<file path="src/encoder_jog_stepper_controller_assert.svh">
// ----------------------------------------------------------------------------
// Encoder jog stepper controller assertion macros
// Shared concurrent assertion forms, sampled on clock, disabled in reset.
// ----------------------------------------------------------------------------
`ifndef ENCODER_JOG_STEPPER_CONTROLLER_ASSERT_SVH
`define ENCODER_JOG_STEPPER_CONTROLLER_ASSERT_SVH

// same-cycle implication
`define EJSC_ASSERT_NOW(lbl, ante, cons) \
   lbl: assert property (@(posedge clock) disable iff (reset) (ante) |-> (cons)) \
      else $error("ejsc: same-cycle check failed");

// next-cycle implication
`define EJSC_ASSERT_NEXT(lbl, ante, cons) \
   lbl: assert property (@(posedge clock) disable iff (reset) (ante) |=> (cons)) \
      else $error("ejsc: next-cycle check failed");

`endif

</file>
<file path="src/ejsc_pkg.sv">
// ----------------------------------------------------------------------------
// ejsc_pkg
// Types, register indexes and reset values of the encoder jog stepper.
// ----------------------------------------------------------------------------
`default_nettype none

package ejsc_pkg;

   localparam int COUNT_WIDTH_DEF = 16;

   localparam int CSR_DATA_W = 16;
   localparam int CSR_IDX_W  = 2;

   localparam logic [CSR_IDX_W-1:0] CSR_STEPS_PER_UNIT  = 2'd0;
   localparam logic [CSR_IDX_W-1:0] CSR_STEP_HALF_TICKS = 2'd1;
   localparam logic [CSR_IDX_W-1:0] CSR_DEBOUNCE_TICKS  = 2'd2;
   localparam logic [CSR_IDX_W-1:0] CSR_SETTLE_TICKS    = 2'd3;

   localparam logic [15:0] SPU_RST      = 16'd1600;
   localparam logic [7:0]  HALF_RST     = 8'd2;
   localparam logic [9:0]  DEBOUNCE_RST = 10'd50;
   localparam logic [15:0] SETTLE_RST   = 16'd1000;

   localparam int PRESS_W     = 11;
   localparam int STEP_CNT_W  = 32;

   localparam logic [1:0] STATUS_IDLE    = 2'd0;
   localparam logic [1:0] STATUS_ADVANCE = 2'd1;
   localparam logic [1:0] STATUS_RETRACT = 2'd2;

   typedef struct packed {
      logic [15:0] steps_per_unit;
      logic [7:0]  step_half_ticks;
      logic [9:0]  debounce_ticks;
      logic [15:0] settle_ticks;
   } cfg_type;

   typedef struct packed {
      logic               step_out;
      logic               dir_out;
      logic [1:0]         motor_status;
      logic signed [15:0] position_count;
      logic               busy_res;
   } res_type;

endpackage

`default_nettype wire

</file>
<file path="src/ejsc_core.sv">
// ----------------------------------------------------------------------------
// ejsc_core
// Per-tick state update: encoder count, button debounce, step pulse timing.
// ----------------------------------------------------------------------------
`default_nettype none

`include "encoder_jog_stepper_controller_assert.svh"

module ejsc_core #(
   parameter int COUNT_WIDTH = ejsc_pkg::COUNT_WIDTH_DEF
) (
   input  wire logic             clock,
   input  wire logic             reset,
   input  wire logic             tick_en,
   input  wire logic             enc_a,
   input  wire logic             enc_b,
   input  wire logic             button_n,
   input  wire ejsc_pkg::cfg_type cfg,
   output ejsc_pkg::res_type     res
);

   localparam int PROD_W = COUNT_WIDTH + 16;
   localparam int EXT_W  = 48;

   typedef enum logic [1:0] {PH_IDLE, PH_STEP, PH_SETTLE} phase_type;

   localparam logic signed [COUNT_WIDTH-1:0] CNT_MAX = {1'b0, {(COUNT_WIDTH-1){1'b1}}};
   localparam logic signed [COUNT_WIDTH-1:0] CNT_MIN = {1'b1, {(COUNT_WIDTH-1){1'b0}}};
   localparam logic signed [COUNT_WIDTH-1:0] CNT_RST = '1;

   phase_type                          phase_ff, phase_in;
   logic                               prev_a_ff, prev_a_in;
   logic signed [COUNT_WIDTH-1:0]      count_ff, count_in;
   logic [ejsc_pkg::PRESS_W-1:0]       press_ff, press_in;
   logic [ejsc_pkg::STEP_CNT_W-1:0]    steps_ff, steps_in;
   logic [7:0]                         half_ff, half_in;
   logic                               step_ff, step_in;
   logic                               dir_ff, dir_in;
   logic [15:0]                        settle_ff, settle_in;
   logic [COUNT_WIDTH-1:0]             mag_ff, mag_in;
   logic [15:0]                        spu_ff, spu_in;
   logic                               pend_ff, pend_in;

   logic [7:0]                         half_reload;
   logic [7:0]                         half_dec;
   logic [15:0]                        settle_dec;
   logic [PROD_W-1:0]                  prod;
   logic [EXT_W-1:0]                   prod_ext;
   logic [ejsc_pkg::STEP_CNT_W-1:0]    prod_sat;

   assign half_reload = (cfg.step_half_ticks == 8'd0) ? 8'd1 : cfg.step_half_ticks;
   assign half_dec    = (half_ff != 8'd0) ? half_ff - 8'd1 : 8'd0;
   assign settle_dec  = (settle_ff != 16'd0) ? settle_ff - 16'd1 : 16'd0;

   // pulse count is loaded via pend_ff in the cycle after the move starts
   assign prod     = PROD_W'(mag_ff) * PROD_W'(spu_ff);
   assign prod_ext = EXT_W'(prod);
   assign prod_sat = (|prod_ext[EXT_W-1:ejsc_pkg::STEP_CNT_W]) ? '1
                                                               : prod_ext[31:0];

   always_comb begin
      phase_in  = phase_ff;
      prev_a_in = prev_a_ff;
      count_in  = count_ff;
      press_in  = press_ff;
      steps_in  = steps_ff;
      half_in   = half_ff;
      step_in   = step_ff;
      dir_in    = dir_ff;
      settle_in = settle_ff;
      mag_in    = mag_ff;
      spu_in    = spu_ff;
      pend_in   = 1'b0;

      unique case (phase_ff)
         PH_IDLE: begin
            if (enc_a && !prev_a_ff) begin
               if (enc_b != enc_a) begin
                  if (count_ff != CNT_MIN) count_in = count_ff - 1'b1;
               end else begin
                  if (count_ff != CNT_MAX) count_in = count_ff + 1'b1;
               end
            end
            prev_a_in = enc_a;
            if (!button_n) begin
               press_in = '0;
               if (press_ff > {1'b0, cfg.debounce_ticks}) begin
                  dir_in = count_in[COUNT_WIDTH-1];
                  mag_in = count_in[COUNT_WIDTH-1] ? COUNT_WIDTH'(-count_in)
                                                   : COUNT_WIDTH'(count_in);
                  spu_in = cfg.steps_per_unit;
                  if (count_in != '0 && cfg.steps_per_unit != 16'd0) begin
                     phase_in = PH_STEP;
                     step_in  = 1'b1;
                     half_in  = half_reload;
                     pend_in  = 1'b1;
                  end else begin
                     step_in = 1'b0;
                     if (cfg.settle_ticks == 16'd0) begin
                        phase_in = PH_IDLE;
                     end else begin
                        phase_in  = PH_SETTLE;
                        settle_in = cfg.settle_ticks;
                     end
                  end
               end
            end else if (press_ff != '1) begin
               press_in = press_ff + 1'b1;
            end
         end
         PH_STEP: begin
            half_in = half_dec;
            if (half_dec == 8'd0) begin
               if (step_ff) begin
                  step_in = 1'b0;
                  half_in = half_reload;
               end else if (steps_ff > 32'd1) begin
                  steps_in = steps_ff - 1'b1;
                  step_in  = 1'b1;
                  half_in  = half_reload;
               end else begin
                  steps_in = '0;
                  step_in  = 1'b0;
                  if (cfg.settle_ticks == 16'd0) begin
                     phase_in = PH_IDLE;
                  end else begin
                     phase_in  = PH_SETTLE;
                     settle_in = cfg.settle_ticks;
                  end
               end
            end
         end
         PH_SETTLE: begin
            settle_in = settle_dec;
            if (settle_dec == 16'd0) phase_in = PH_IDLE;
         end
         default: begin
            phase_in = PH_IDLE;
         end
      endcase
   end

   always_comb begin
      res.step_out       = step_in;
      res.dir_out        = dir_in;
      res.motor_status   = (phase_in != PH_STEP) ? ejsc_pkg::STATUS_IDLE
                         : dir_in ? ejsc_pkg::STATUS_RETRACT
                         : ejsc_pkg::STATUS_ADVANCE;
      res.position_count = 16'(count_in);
      res.busy_res       = (phase_in != PH_IDLE);
   end

   always_ff @(posedge clock) begin
      if (reset) begin
         phase_ff  <= PH_IDLE;
         prev_a_ff <= 1'b1;
         count_ff  <= CNT_RST;
         press_ff  <= '1;
         steps_ff  <= '0;
         half_ff   <= '0;
         step_ff   <= 1'b0;
         dir_ff    <= 1'b0;
         settle_ff <= '0;
         pend_ff   <= 1'b0;
      end else begin
         pend_ff <= tick_en & pend_in;
         if (pend_ff) begin
            steps_ff <= prod_sat;
         end else if (tick_en) begin
            steps_ff <= steps_in;
         end
         if (tick_en) begin
            phase_ff  <= phase_in;
            prev_a_ff <= prev_a_in;
            count_ff  <= count_in;
            press_ff  <= press_in;
            half_ff   <= half_in;
            step_ff   <= step_in;
            dir_ff    <= dir_in;
            settle_ff <= settle_in;
         end
      end
   end

   always_ff @(posedge clock) begin
      if (tick_en) begin
         mag_ff <= mag_in;
         spu_ff <= spu_in;
      end
   end

   `EJSC_ASSERT_NOW(a_settle_low, phase_ff == PH_SETTLE, !step_ff)
   `EJSC_ASSERT_NEXT(a_busy_count, tick_en && phase_ff != PH_IDLE, count_ff == $past(count_ff))
   `EJSC_ASSERT_NEXT(a_load_once, pend_ff, !pend_ff && phase_ff != PH_IDLE)

endmodule

`default_nettype wire

</file>
<file path="src/encoder_jog_stepper_controller.sv">
// ----------------------------------------------------------------------------
// encoder_jog_stepper_controller
// Quadrature jog counter driving a step/direction pulse generator.
// ----------------------------------------------------------------------------
// Result: an accepted tick word has its result word registered in res_ff.
// Throughput: one tick word per cycle; a full result register stalls req only
// when rsp_ready is low.
// Reset: synchronous; clears count to -1, motion to idle, registers to defaults.
// ----------------------------------------------------------------------------
`default_nettype none

module encoder_jog_stepper_controller #(
   parameter int COUNT_WIDTH = ejsc_pkg::COUNT_WIDTH_DEF
) (
   input  wire logic                              clock,
   input  wire logic                              reset,
   input  wire logic                              req_valid,
   output logic                                   req_ready,
   input  wire logic                              req_enc_a,
   input  wire logic                              req_enc_b,
   input  wire logic                              req_button_n,
   output logic                                   rsp_valid,
   input  wire logic                              rsp_ready,
   output logic                                   rsp_step_out,
   output logic                                   rsp_dir_out,
   output logic [1:0]                             rsp_motor_status,
   output logic signed [15:0]                     rsp_position_count,
   output logic                                   rsp_busy_res,
   input  wire logic                              csr_wen,
   input  wire logic [ejsc_pkg::CSR_IDX_W-1:0]    csr_index,
   input  wire logic [ejsc_pkg::CSR_DATA_W-1:0]   csr_wdata
);

   ejsc_pkg::cfg_type cfg_ff;
   ejsc_pkg::res_type res_next;
   ejsc_pkg::res_type res_ff;
   logic              rsp_valid_ff;
   logic              tick_en;

   assign req_ready = !rsp_valid_ff || rsp_ready;
   assign tick_en   = req_valid && req_ready;

   always_ff @(posedge clock) begin
      if (reset) begin
         cfg_ff.steps_per_unit  <= ejsc_pkg::SPU_RST;
         cfg_ff.step_half_ticks <= ejsc_pkg::HALF_RST;
         cfg_ff.debounce_ticks  <= ejsc_pkg::DEBOUNCE_RST;
         cfg_ff.settle_ticks    <= ejsc_pkg::SETTLE_RST;
      end else if (csr_wen) begin
         unique case (csr_index)
            ejsc_pkg::CSR_STEPS_PER_UNIT:  cfg_ff.steps_per_unit  <= csr_wdata;
            ejsc_pkg::CSR_STEP_HALF_TICKS: cfg_ff.step_half_ticks <= csr_wdata[7:0];
            ejsc_pkg::CSR_DEBOUNCE_TICKS:  cfg_ff.debounce_ticks  <= csr_wdata[9:0];
            ejsc_pkg::CSR_SETTLE_TICKS:    cfg_ff.settle_ticks    <= csr_wdata;
            default: begin
            end
         endcase
      end
   end

   ejsc_core #(
      .COUNT_WIDTH (COUNT_WIDTH)
   ) u_core (
      .clock    (clock),
      .reset    (reset),
      .tick_en  (tick_en),
      .enc_a    (req_enc_a),
      .enc_b    (req_enc_b),
      .button_n (req_button_n),
      .cfg      (cfg_ff),
      .res      (res_next)
   );

   always_ff @(posedge clock) begin
      if (reset) begin
         rsp_valid_ff <= 1'b0;
      end else if (req_ready) begin
         rsp_valid_ff <= req_valid;
      end
   end

   always_ff @(posedge clock) begin
      if (tick_en) begin
         res_ff <= res_next;
      end
   end

   assign rsp_valid          = rsp_valid_ff;
   assign rsp_step_out       = res_ff.step_out;
   assign rsp_dir_out        = res_ff.dir_out;
   assign rsp_motor_status   = res_ff.motor_status;
   assign rsp_position_count = res_ff.position_count;
   assign rsp_busy_res       = res_ff.busy_res;

endmodule

`default_nettype wire
</file>
<file path="config.mk">
export PLATFORM = sky130hd
export DESIGN_NAME = encoder_jog_stepper_controller
export DESIGN_NICKNAME = d
export VERILOG_FILES = /design/src/ejsc_pkg.sv /design/src/ejsc_core.sv /design/src/encoder_jog_stepper_controller.sv
export VERILOG_INCLUDE_DIRS = /design/src /design/src/src
export SDC_FILE = /design/constraint.sdc
export NUM_CORES = 1
export LEC_CHECK = 0
export BUFFER_PORTS_ARGS = -buffer_cell sky130_fd_sc_hd__buf_2
export CORE_ASPECT_RATIO = 0.7
export CORE_MARGIN = 4
export CORE_UTILIZATION = 28
export CTS_BUF_LIST = sky130_fd_sc_hd__clkbuf_8
export DETAILED_ROUTE_END_ITERATION = 7
export PLACE_DENSITY = 0.5
export SYNTH_ARGS = -nofsm -noshare
export SYNTH_HDL_FRONTEND = slang
export SYNTH_SLANG_ARGS = --single-unit
</file>
<file path="constraint.sdc">
create_clock -name clock -period 10.5 [get_ports clock]
set_clock_uncertainty 0.2 [all_clocks]
set_input_delay 2.1 -clock clock [delete_from_list [all_inputs] [get_ports clock]]
set_output_delay 2.1 -clock clock [all_outputs]
set_load 0.05 [all_outputs]
</file>
==> flow_metrics.env, run 1 <==
export IMPL_path_buf_inv=5
export IMPL_synth_cell_types=90
export IMPL_insertion_delay_ns=0.53
export IMPL_critPathTopFamily="adder cells"
export IMPL_synth_xor_area_share_pct=3.01
export IMPL_cp_slowest_cell="edfxtp_1"
export IMPL_drive_above_1_share_pct=5.66
export IMPL_drt_iter0_markers=1464
export IMPL_overflow=0
export IMPL_grt_max_degree=56
export IMPL_synth_most_common_cell="nand2_1"
export IMPL_worstPathMaxFanout=16
export IMPL_syn_area_um2=18900
export IMPL_cts_buffers=17
export IMPL_cts_tree="yes"
export IMPL_routedWlPerCell_um=18.2
export IMPL_worst_setup_path_end_kind="flip-flop"
export IMPL_cp_arrival_ns=7.46
export IMPL_finalMaxSlewViolations=0
export IMPL_muxShareOfSynthArea_pct=0.754
export IMPL_cap_violations=0
export IMPL_nets=2538
export IMPL_post_cts_resized=0
export IMPL_synth_flop_cell="dfxtp_1"
export IMPL_crit_end="u_core.steps_ff[28]$_SDFFE_PP0P_"
export IMPL_synth_async_reset_ratio_pct=0
export IMPL_ys_seq_area_share_pct=23.2
export IMPL_clk_path_buf_depth=2
export IMPL_required_ns=10.69
export IMPL_track_usage_pct=15.7
export IMPL_critical_path_most_common_cell="fa_1"
export IMPL_die_y_um=225
export IMPL_drc=0
export IMPL_critical_path_depth=22
export IMPL_vias=15800
export IMPL_ant_nets=0
export IMPL_worstMarginPinSlew_ns=1.06
export IMPL_coreArea_um2=66700
export IMPL_rows=79
export IMPL_pin_count=49
export IMPL_place_gp_congestion=0.874
export IMPL_grt_pass1_vias=15200
export IMPL_syn_nets=2570
export IMPL_firstDrtPassIters=6
export IMPL_fmax_ghz=0.138
export IMPL_setup_violations=0
export IMPL_die_w_um=319
export IMPL_setup_tns_ns=0
export IMPL_slew_headroom_pct=29.6
export IMPL_htree_levels=4
export IMPL_via_per_inst=5.10
export IMPL_fin_crit_ns=7.27
export IMPL_rr_worst_depth=22
export IMPL_synth_simple_gate_area_share_pct=22.0
export IMPL_synth_edf_count=53
export IMPL_path_clk_slew_ns=0.11
export IMPL_worstReg2RegStart="u_core.spu_ff[7]$_DFFE_PP_"
export IMPL_yosys_warnings=0
export IMPL_ys_ff_latch=193
export IMPL_n_fill_cell=7103
export IMPL_rr_endpoint="u_core.steps_ff[28]$_SDFFE_PP0P_"
export IMPL_syn_instance_count=2228
export IMPL_netlist_top_cells_count="nand2_1 (345), inv_1 (271), fa_1 (194)"
export IMPL_avgSynthCellArea_um2=8.49
export IMPL_path_class="reg -> reg"
export IMPL_max_stage_delay_ns=0.89
export IMPL_hpwl_um=44200
export IMPL_finalHoldViolCount=0
export IMPL_start_util_pct=28.4
export IMPL_status="completed"
export IMPL_synth_adder_area_share_pct=28.6
export IMPL_worstPathCellList="nand2_1, fa_1, inv_1, fa_1, inv_1, fa_1, inv_1, fa_1, fa_1, inv_1, fa_1, inv_1, ha_1, a211oi_1, nor3_1, o41ai_1, o211ai_1, a31oi_1, a21oi_1, xor2_1, a222oi_1, nor2_1"
export IMPL_port_buffers=48
export IMPL_ctsHoldBuffers=0
export IMPL_worstSetupStartpointType="flip-flop"
export IMPL_yosysTopAreaCellShare_pct=20.5
export IMPL_synth_compound_area_share_pct=14.5
export IMPL_routed_wl_um=56500
export IMPL_r2r_slack_ns=3.23
export IMPL_hold_path_class="reg -> reg"
export IMPL_areaGrowthSynthToFinish_pct=7.42
export IMPL_post_cts_buffers=0
export IMPL_synth_top_family_by_area="adder cells"
export IMPL_yosys_area_top_type="fa_1"
export IMPL_min_period_over_period_pct=69.2
export IMPL_grt_pass1_wl_um=89200
export IMPL_cts_sinks=193
export IMPL_rsz0062_at_grt="no"
export IMPL_clock_root_buffer="clkbuf_8"
export IMPL_synth_area_top_cells="fa_1 (21%), dfxtp_1 (15%), edfxtp_1 (8.4%)"
export IMPL_antenna_found_initial=1
export IMPL_fin_hold_ws_ns=0.271
export IMPL_die_area_um2=71900
export IMPL_crit_start="u_core.spu_ff[7]$_DFFE_PP_"
[worst min-delay path by stage]
stage	startpoint	endpoint	slack, ns	cells after the start
3_5_place_dp	cfg_ff[19]$_SDFFE_PP0P_	cfg_ff[19]$_SDFFE_PP0P_	0.25	2
6_report	cfg_ff[22]$_SDFFE_PP0P_	cfg_ff[22]$_SDFFE_PP0P_	0.27	2
5_1_grt	cfg_ff[19]$_SDFFE_PP0P_	cfg_ff[19]$_SDFFE_PP0P_	0.28	2
2_1_floorplan	cfg_ff[34]$_SDFFE_PP0P_	u_core.spu_ff[0]$_DFFE_PP_	0.23	0
3_3_place_gp	cfg_ff[25]$_SDFFE_PP0P_	cfg_ff[25]$_SDFFE_PP0P_	0.24	2
4_1_cts	cfg_ff[23]$_SDFFE_PP0P_	cfg_ff[23]$_SDFFE_PP0P_	0.27	2
[per-stage QoR]
stage | instances | setup WS [ns] | util (%) | instance area [um2]
floorplan | 2228 | 4.27 | - | 18900
global placement | 3068 | 3.25 | 29.9 | 19900
detailed placement | 3068 | 3.23 | 29.9 | 19900
CTS | 3100 | 3.21 | 30.5 | 20300
global route | 3100 | 2.93 | 30.5 | 20300
finish | 3101 | 3.23 | 30.5 | 20300
[worst reg2reg max path: cells and delay by family, from the launching register on]
family                   cells  cell delay (ns)
flip-flops                   1             0.89
XOR/XNOR                     1             0.16
AND/OR/NAND/NOR              3             0.34
adder cells (fa/ha/maj)      7             3.33
AO/OA/AOI/OAI                6             1.95
buffers and inverters        5             0.25
[sequential cells by signal, indices dropped and copies added, names as in the netlist]
signal              flops
rsp_dir_out             1
u_core.pend_ff          1
rsp_position_count     16
u_core.half_ff          8
u_core.settle_ff       16
u_core.count_ff        16
rsp_busy_res            1
rsp_step_out            1
u_core.spu_ff          16
u_core.steps_ff        32
u_core.phase_ff         2
u_core.prev_a_ff        1
u_core.dir_ff           1
u_core.press_ff        11
u_core.step_ff          1
rsp_valid               1
u_core.mag_ff          16
rsp_motor_status        2
cfg_ff                 50
[cell usage in the layout, fill, tap and decap left out, drive strengths merged, types with 14 or more instances in the layout]
master and instances:
inv 282, a21oi 99, ha 122, nor2 123
dfxtp 140, nand2b 14, nor3 52, nand3 39
o31ai 20, o21ai 89, edfxtp 53, a211oi 21
o211ai 18, a22oi 19, xnor2 33, and2 127
xor2 32, fa 194, nand4 25, or3 17
clkbuf 18, nor4 32, buf 60, a21o 18
nand2 346
[cell type report]
type                       count  area [um2]  area share (%)
antenna                        1        2.50          0.0123
clock buffer                  18         248            1.22
multi-input combinational   1651       13100            64.2
sequential                   193        4390            21.6
inverter                     273        1020            5.04
clock inverter                14         156           0.770
timing repair buffer          60         333            1.64
tap                          891        1110            5.49
[per-layer routing]
layer	wire (um)	global-route usage (%)	vias to the layer above
li1	-	-	7482
met1	29100	24.8	7799
met2	22400	21.6	492
met3	4330	3.49	45
met4	658	2.83	0
met5	0	0	-
[kinds of logic (layout without fill, tap and decap cells)]
group,Yosys count,in the layout
other cells,0,1
compound gates,406,406
xor+xnor,65,65
fa+ha+maj,316,316
simple gates,850,850
buf+inv,384,365
flops,193,193
mux,14,14
Power of run 1 is not shown: default switching activity piles up to over one toggle a cycle in this logic, so the estimate is an artifact.
==> inputs of run 2 (changes only) <==
Clock period 10.5 ns to 6.8 ns, I/O delays scaled along.
==> run 2 against run 1 <==
  * Clock-buffer cell count unchanged
  * Setup slack worse by 3.0 ns
  * Cell count rose by 2.8%
  * Wire length increased by 4.1%
  * First-iteration DRC count down 7.1%
==> flow_metrics.env, run 2 (synthesized netlist as in run 1, its figures left out) <==
export IMPL_pin_count=49
export IMPL_cts_sinks=193
export IMPL_drive_above_1_share_pct=9.62
export IMPL_final_cell_mix="nand2_1 (345), inv_1 (272), fa_1 (194)"
export IMPL_dp_cells=3128
export IMPL_hold_end="cfg_ff[19]$_SDFFE_PP0P_"
export IMPL_hold_path_class="reg -> reg"
export IMPL_vias=16100
export IMPL_port_buffers=48
export IMPL_routedWlPerCell_um=18.5
export IMPL_htree_levels=4
export IMPL_largest_register_ffs=50
export IMPL_max_stage_delay_ns=0.54
export IMPL_worstPathCellList="buf_4, and2_1, fa_1, inv_1, fa_1, fa_1, inv_1, fa_1, fa_1, inv_1, fa_1, inv_1, ha_1, buf_4, a21o_1, a211o_1, o221ai_2, a31oi_1, a41o_1, a21oi_1, xnor2_1, a222oi_1, nor2_1"
export IMPL_track_usage_pct=16.2
export IMPL_hpwl_um=46100
export IMPL_cts_buffers=17
export IMPL_worstSetupStartpointType="flip-flop"
export IMPL_required_ns=6.98
export IMPL_start_util_pct=28.4
export IMPL_worstMarginPinSlew_ns=0.999
export IMPL_die_w_um=319
export IMPL_cap_violations=0
export IMPL_path_class="reg -> reg"
export IMPL_place_gp_congestion=0.896
export IMPL_cp_slowest_cell="fa_1"
export IMPL_setup_violations=0
export IMPL_min_period_over_period_pct=97.0
export IMPL_rows=79
export IMPL_antenna_found_initial=1
export IMPL_nets=2626
export IMPL_reg_top3="cfg_ff: 50 flops, u_core.steps_ff: 32 flops"
export IMPL_whs_path_depth=2
export IMPL_status="completed"
export IMPL_clock_root_buffer="clkbuf_8"
export IMPL_path_buf_inv=6
export IMPL_cp_arrival_ns=6.77
export IMPL_rr_endpoint="u_core.steps_ff[21]$_SDFFE_PP0P_"
export IMPL_finalMaxSlewViolations=0
export IMPL_ant_nets=0
export IMPL_clk_path_buf_depth=2
export IMPL_min_from="cfg_ff[19]$_SDFFE_PP0P_"
export IMPL_grt_pass1_vias=15500
export IMPL_dpl_cell_area_um2=20400
export IMPL_grt_max_degree=76
export IMPL_drt_iter0_markers=1360
export IMPL_fmax_ghz=0.152
export IMPL_insertion_delay_ns=0.54
export IMPL_worst_setup_path_end_kind="flip-flop"
export IMPL_stdcell_count=3188
export IMPL_diodes=0
export IMPL_grt_pass1_wl_um=92200
export IMPL_finalHoldViolCount=0
export IMPL_areaGrowthSynthToFinish_pct=11.2
export IMPL_drc=0
export IMPL_regMostFlops="cfg_ff"
export IMPL_layout_cells_most_common="nand2_1"
export IMPL_path_clk_slew_ns=0.13
export IMPL_critPathTopFamily="adder cells"
export IMPL_worstPathMaxFanout=6
export IMPL_overflow=0
export IMPL_worstReg2RegStart="u_core.spu_ff[6]$_DFFE_PP_"
export IMPL_design_area_um2=21000
export IMPL_die_y_um=225
export IMPL_coreArea_um2=66700
export IMPL_slew_headroom_pct=32.9
export IMPL_n_fill_cell=7086
export IMPL_cts_tree="yes"
export IMPL_via_per_inst=5.06
export IMPL_firstDrtPassIters=7
export IMPL_routed_wl_um=58900
export IMPL_ctsHoldBuffers=0
export IMPL_critical_path_most_common_cell="fa_1"
export IMPL_rr_worst_depth=23
export IMPL_r2r_slack_ns=0.21
export IMPL_fin_crit_ns=6.59
export IMPL_die_area_um2=71900
==> run 2: cell types whose count changed in the layout (fill, tap and decap cells not counted), sizes merged <==
cell / change
buf: +88
clkinvlp: +2
bufinv: -1
clkinv: -1
diode: -1
==> run 2: what timing repair did <==
item | in CTS | in global routing
endpoints found under the setup margin | 2 | 13
endpoints found under the hold margin | 0 | 0
gates resized for setup | 1 | 10
gates cloned | 0 | 0
pin swaps | 2 | 7
buffers inserted | 3 | 25
==> run 2: final cells by class <==
type	count	area, um2	area share, %
Clock buffer	18	248	1.18
Clock inverter	14	149	0.708
Inverter	273	1020	4.87
Multi-Input combinational cell	1651	13100	62.2
Sequential cell	193	4390	20.9
Tap cell	891	1110	5.30
Timing Repair Buffer	148	1010	4.82
==> run 2: layer usage <==
layer / vias up / wire, um / global-route usage, %
met5: - / 0 / 0
met4: 0 / 358 / 2.20
met3: 26 / 3670 / 2.80
met2: 505 / 23800 / 23.0
met1: 7968 / 31000 / 26.0
li1: 7647 / - / -
==> run 2: worst reg2reg max path: cells and delay by family, from the launching register on <==
kind	cells	cell delay, ns
fa+ha+maj	7	3.33
compound gates	7	1.52
buf+inv	6	0.55
flops	1	0.50
simple gates	2	0.23
xor+xnor	1	0.11
==> run 2: worst max path at each step <==
stage | cells after the start | slack, ns | end | startpoint
after floorplan | 21 | 0.57 | u_core.steps_ff[28]$_SDFFE_PP0P_ | u_core.spu_ff[1]$_DFFE_PP_
after global placement | 22 | 0.07 | u_core.steps_ff[28]$_SDFFE_PP0P_ | u_core.mag_ff[5]$_DFFE_PP_
after detailed placement | 22 | -0.007 | u_core.steps_ff[28]$_SDFFE_PP0P_ | u_core.spu_ff[9]$_DFFE_PP_
after CTS | 21 | 0.03 | u_core.steps_ff[28]$_SDFFE_PP0P_ | u_core.spu_ff[5]$_DFFE_PP_
after global routing | 23 | -0.02 | u_core.steps_ff[28]$_SDFFE_PP0P_ | u_core.mag_ff[5]$_DFFE_PP_
final | 23 | 0.21 | u_core.steps_ff[21]$_SDFFE_PP0P_ | u_core.spu_ff[6]$_DFFE_PP_
==> run 2: through the flow <==
stage                     setup slack, ns  util (%)  setup TNS (ns)  hold slack (ns)
final                               0.207      31.5               0            0.276
after global placement             0.0675      30.5               0            0.246
after CTS                          0.0262      31.2               0            0.278
after detailed placement         -0.00664      30.5        -0.00664            0.259
after global routing              -0.0242      31.5         -0.0394            0.285
after floorplan                     0.567         -               0            0.230
Power of run 2 is left out for the same reason.
==> inputs of run 3 (changes only) <==
--- a/config.mk
+++ b/config.mk
@@ -7,7 +7,8 @@
 export NUM_CORES = 1
 export LEC_CHECK = 0
+export ABC_AREA = 0
 export BUFFER_PORTS_ARGS = -buffer_cell sky130_fd_sc_hd__buf_2
 export CORE_ASPECT_RATIO = 0.7
-export CORE_MARGIN = 4
+export CORE_MARGIN = 2
 export CORE_UTILIZATION = 28
 export CTS_BUF_LIST = sky130_fd_sc_hd__clkbuf_8
==> constraint.sdc (replaced) <==
create_clock -name clock -period 6.8 [get_ports clock]
set_clock_uncertainty 0.2 [all_clocks]
set_input_delay 1.02 -clock clock [delete_from_list [all_inputs] [get_ports clock]]
set_output_delay 1.02 -clock clock [all_outputs]
set_load 0.05 [all_outputs]
==> run 3 against run 2 <==
  * Utilization is 0.19 points higher
  * Register-to-register slack better by 0.02 ns
  * First-iteration DRC count is 2.0% lower
  * Cell count is 0.28% lower
  * Die area fell by 3.0%
  * Sequential cell count unchanged
  * Wire length decreased by 0.30%
  * Clock-buffer cell count down 1
  * Via count decreased by 0.24%
  * Critical endpoint is now u_core.steps_ff[24]$_SDFFE_PP0P_
==> flow_metrics.env, run 3 (synthesized netlist as in run 1, its figures left out) <==
export IMPL_reg_top3="cfg_ff: 50 flops, u_core.steps_ff: 32 flops"
export IMPL_layout_cells_most_common="nand2_1"
export IMPL_grt_pass1_wl_um=92000
export IMPL_cp_slowest_cell="fa_1"
export IMPL_die_area_um2=69700
export IMPL_vias=16100
export IMPL_areaGrowthSynthToFinish_pct=11.7
export IMPL_critical_path_most_common_cell="fa_1"
export IMPL_clock_root_buffer="clkbuf_8"
export IMPL_diodes=0
export IMPL_grt_max_degree=62
export IMPL_coreArea_um2=66600
export IMPL_track_usage_pct=16.9
export IMPL_min_period_over_period_pct=96.6
export IMPL_antenna_found_initial=1
export IMPL_setup_violations=0
export IMPL_place_gp_congestion=0.923
export IMPL_start_util_pct=28.4
export IMPL_worst_setup_path_end_kind="flip-flop"
export IMPL_htree_levels=4
export IMPL_routed_wl_um=58700
export IMPL_final_cell_mix="nand2_1 (345), inv_1 (272), fa_1 (193)"
export IMPL_firstDrtPassIters=6
export IMPL_die_y_um=221
export IMPL_fin_hold_ws_ns=0.266
export IMPL_insertion_delay_ns=0.53
export IMPL_critPathTopFamily="adder cells"
export IMPL_clk_path_buf_depth=2
export IMPL_via_per_inst=5.07
export IMPL_fin_crit_ns=6.57
export IMPL_required_ns=7.04
export IMPL_port_buffers=48
export IMPL_drt_iter0_markers=1333
export IMPL_status="completed"
export IMPL_regMostFlops="cfg_ff"
export IMPL_pin_count=49
export IMPL_worstMarginPinSlew_ns=0.976
export IMPL_ctsHoldBuffers=0
export IMPL_finalMaxSlewViolations=0
export IMPL_grt_pass1_vias=15700
export IMPL_drc=0
export IMPL_hold_path_class="reg -> reg"
export IMPL_nets=2617
export IMPL_cts_sinks=193
export IMPL_ant_nets=0
export IMPL_hpwl_um=46400
export IMPL_rows=79
export IMPL_finalHoldViolCount=0
export IMPL_n_fill_cell=7102
export IMPL_path_buf_inv=9
export IMPL_path_clk_slew_ns=0.11
export IMPL_worstSetupStartpointType="flip-flop"
export IMPL_overflow=0
export IMPL_max_stage_delay_ns=0.58
export IMPL_cp_arrival_ns=6.81
export IMPL_slew_headroom_pct=34.4
export IMPL_cts_buffers=17
export IMPL_path_class="reg -> reg"
export IMPL_worstPathMaxFanout=6
export IMPL_cts_tree="yes"
export IMPL_fmax_ghz=0.152
export IMPL_cap_violations=0
export IMPL_drive_above_1_share_pct=9.79
export IMPL_routedWlPerCell_um=18.5
export IMPL_die_w_um=315
export IMPL_largest_register_ffs=50
-- run 3: cell types whose count changed in the layout (fill, tap and decap cells not counted), sizes merged --
cell and delta:
bufinv +1, clkinvlp -1, buf -10, clkinv +2, inv -1
-- run 3: cell type report --
cell class	count	area, um2	share of cell area [%]
clock inverters	15	173	0.817
inverters	273	1020	4.85
flip-flops and latches	193	4390	20.8
well taps	891	1110	5.28
multi-input cells	1651	13200	62.4
clock buffers	17	234	1.11
repair buffers	139	1010	4.76
-- run 3: tightest hold or removal path: cells and delay by family (launching register included) --
kind | cells | cell delay (ns)
AOI/OAI and AO/OA | 1 | 0.05
DFF | 1 | 0.33
and+or+nand+nor | 1 | 0.05
-- run 3: final timing paths --
path,from,to,slack [ns],cells past startpoint
setup / recovery,u_core.mag_ff[5]$_DFFE_PP_,u_core.steps_ff[24]$_SDFFE_PP0P_,0.23,26
hold / removal,cfg_ff[19]$_SDFFE_PP0P_,cfg_ff[19]$_SDFFE_PP0P_,0.27,2
setup reg to reg,u_core.mag_ff[5]$_DFFE_PP_,u_core.steps_ff[24]$_SDFFE_PP0P_,0.23,26
hold reg to reg,cfg_ff[19]$_SDFFE_PP0P_,cfg_ff[19]$_SDFFE_PP0P_,0.27,2
-- run 3: layer usage --
layer  global-route usage (%)  part of all wire, %
met1                     26.4                   51
met2                     22.9                   40
met3                     4.18                  7.7
met4                     3.39                  1.3
met5                        0                    0
-- run 3: timing repair --
| item | in CTS | in global routing |
|---|---|---|
| endpoints found under the setup margin | 2 | 10 |
| hold endpoints to repair | 0 | 0 |
| pin swaps | 1 | 16 |
| setup buffers | 8 | 17 |
| resized for setup | 0 | 29 |
-- run 3: metrics by stage --
step	instance area, um2	setup WS [ns]	instances	setup TNS, ns	utilization [%]
6_report	21100	0.229	3179	0	31.7
5_1_grt	21100	-0.0120	3179	-0.0141	31.7
4_1_cts	20800	0.00430	3162	0	31.3
3_5_place_dp	20300	-0.0139	3122	-0.0139	30.5
3_3_place_gp	20300	0.0540	3122	0	30.5
2_1_floorplan	18900	0.567	2228	0	-
Power of run 3 is left out for the same reason.
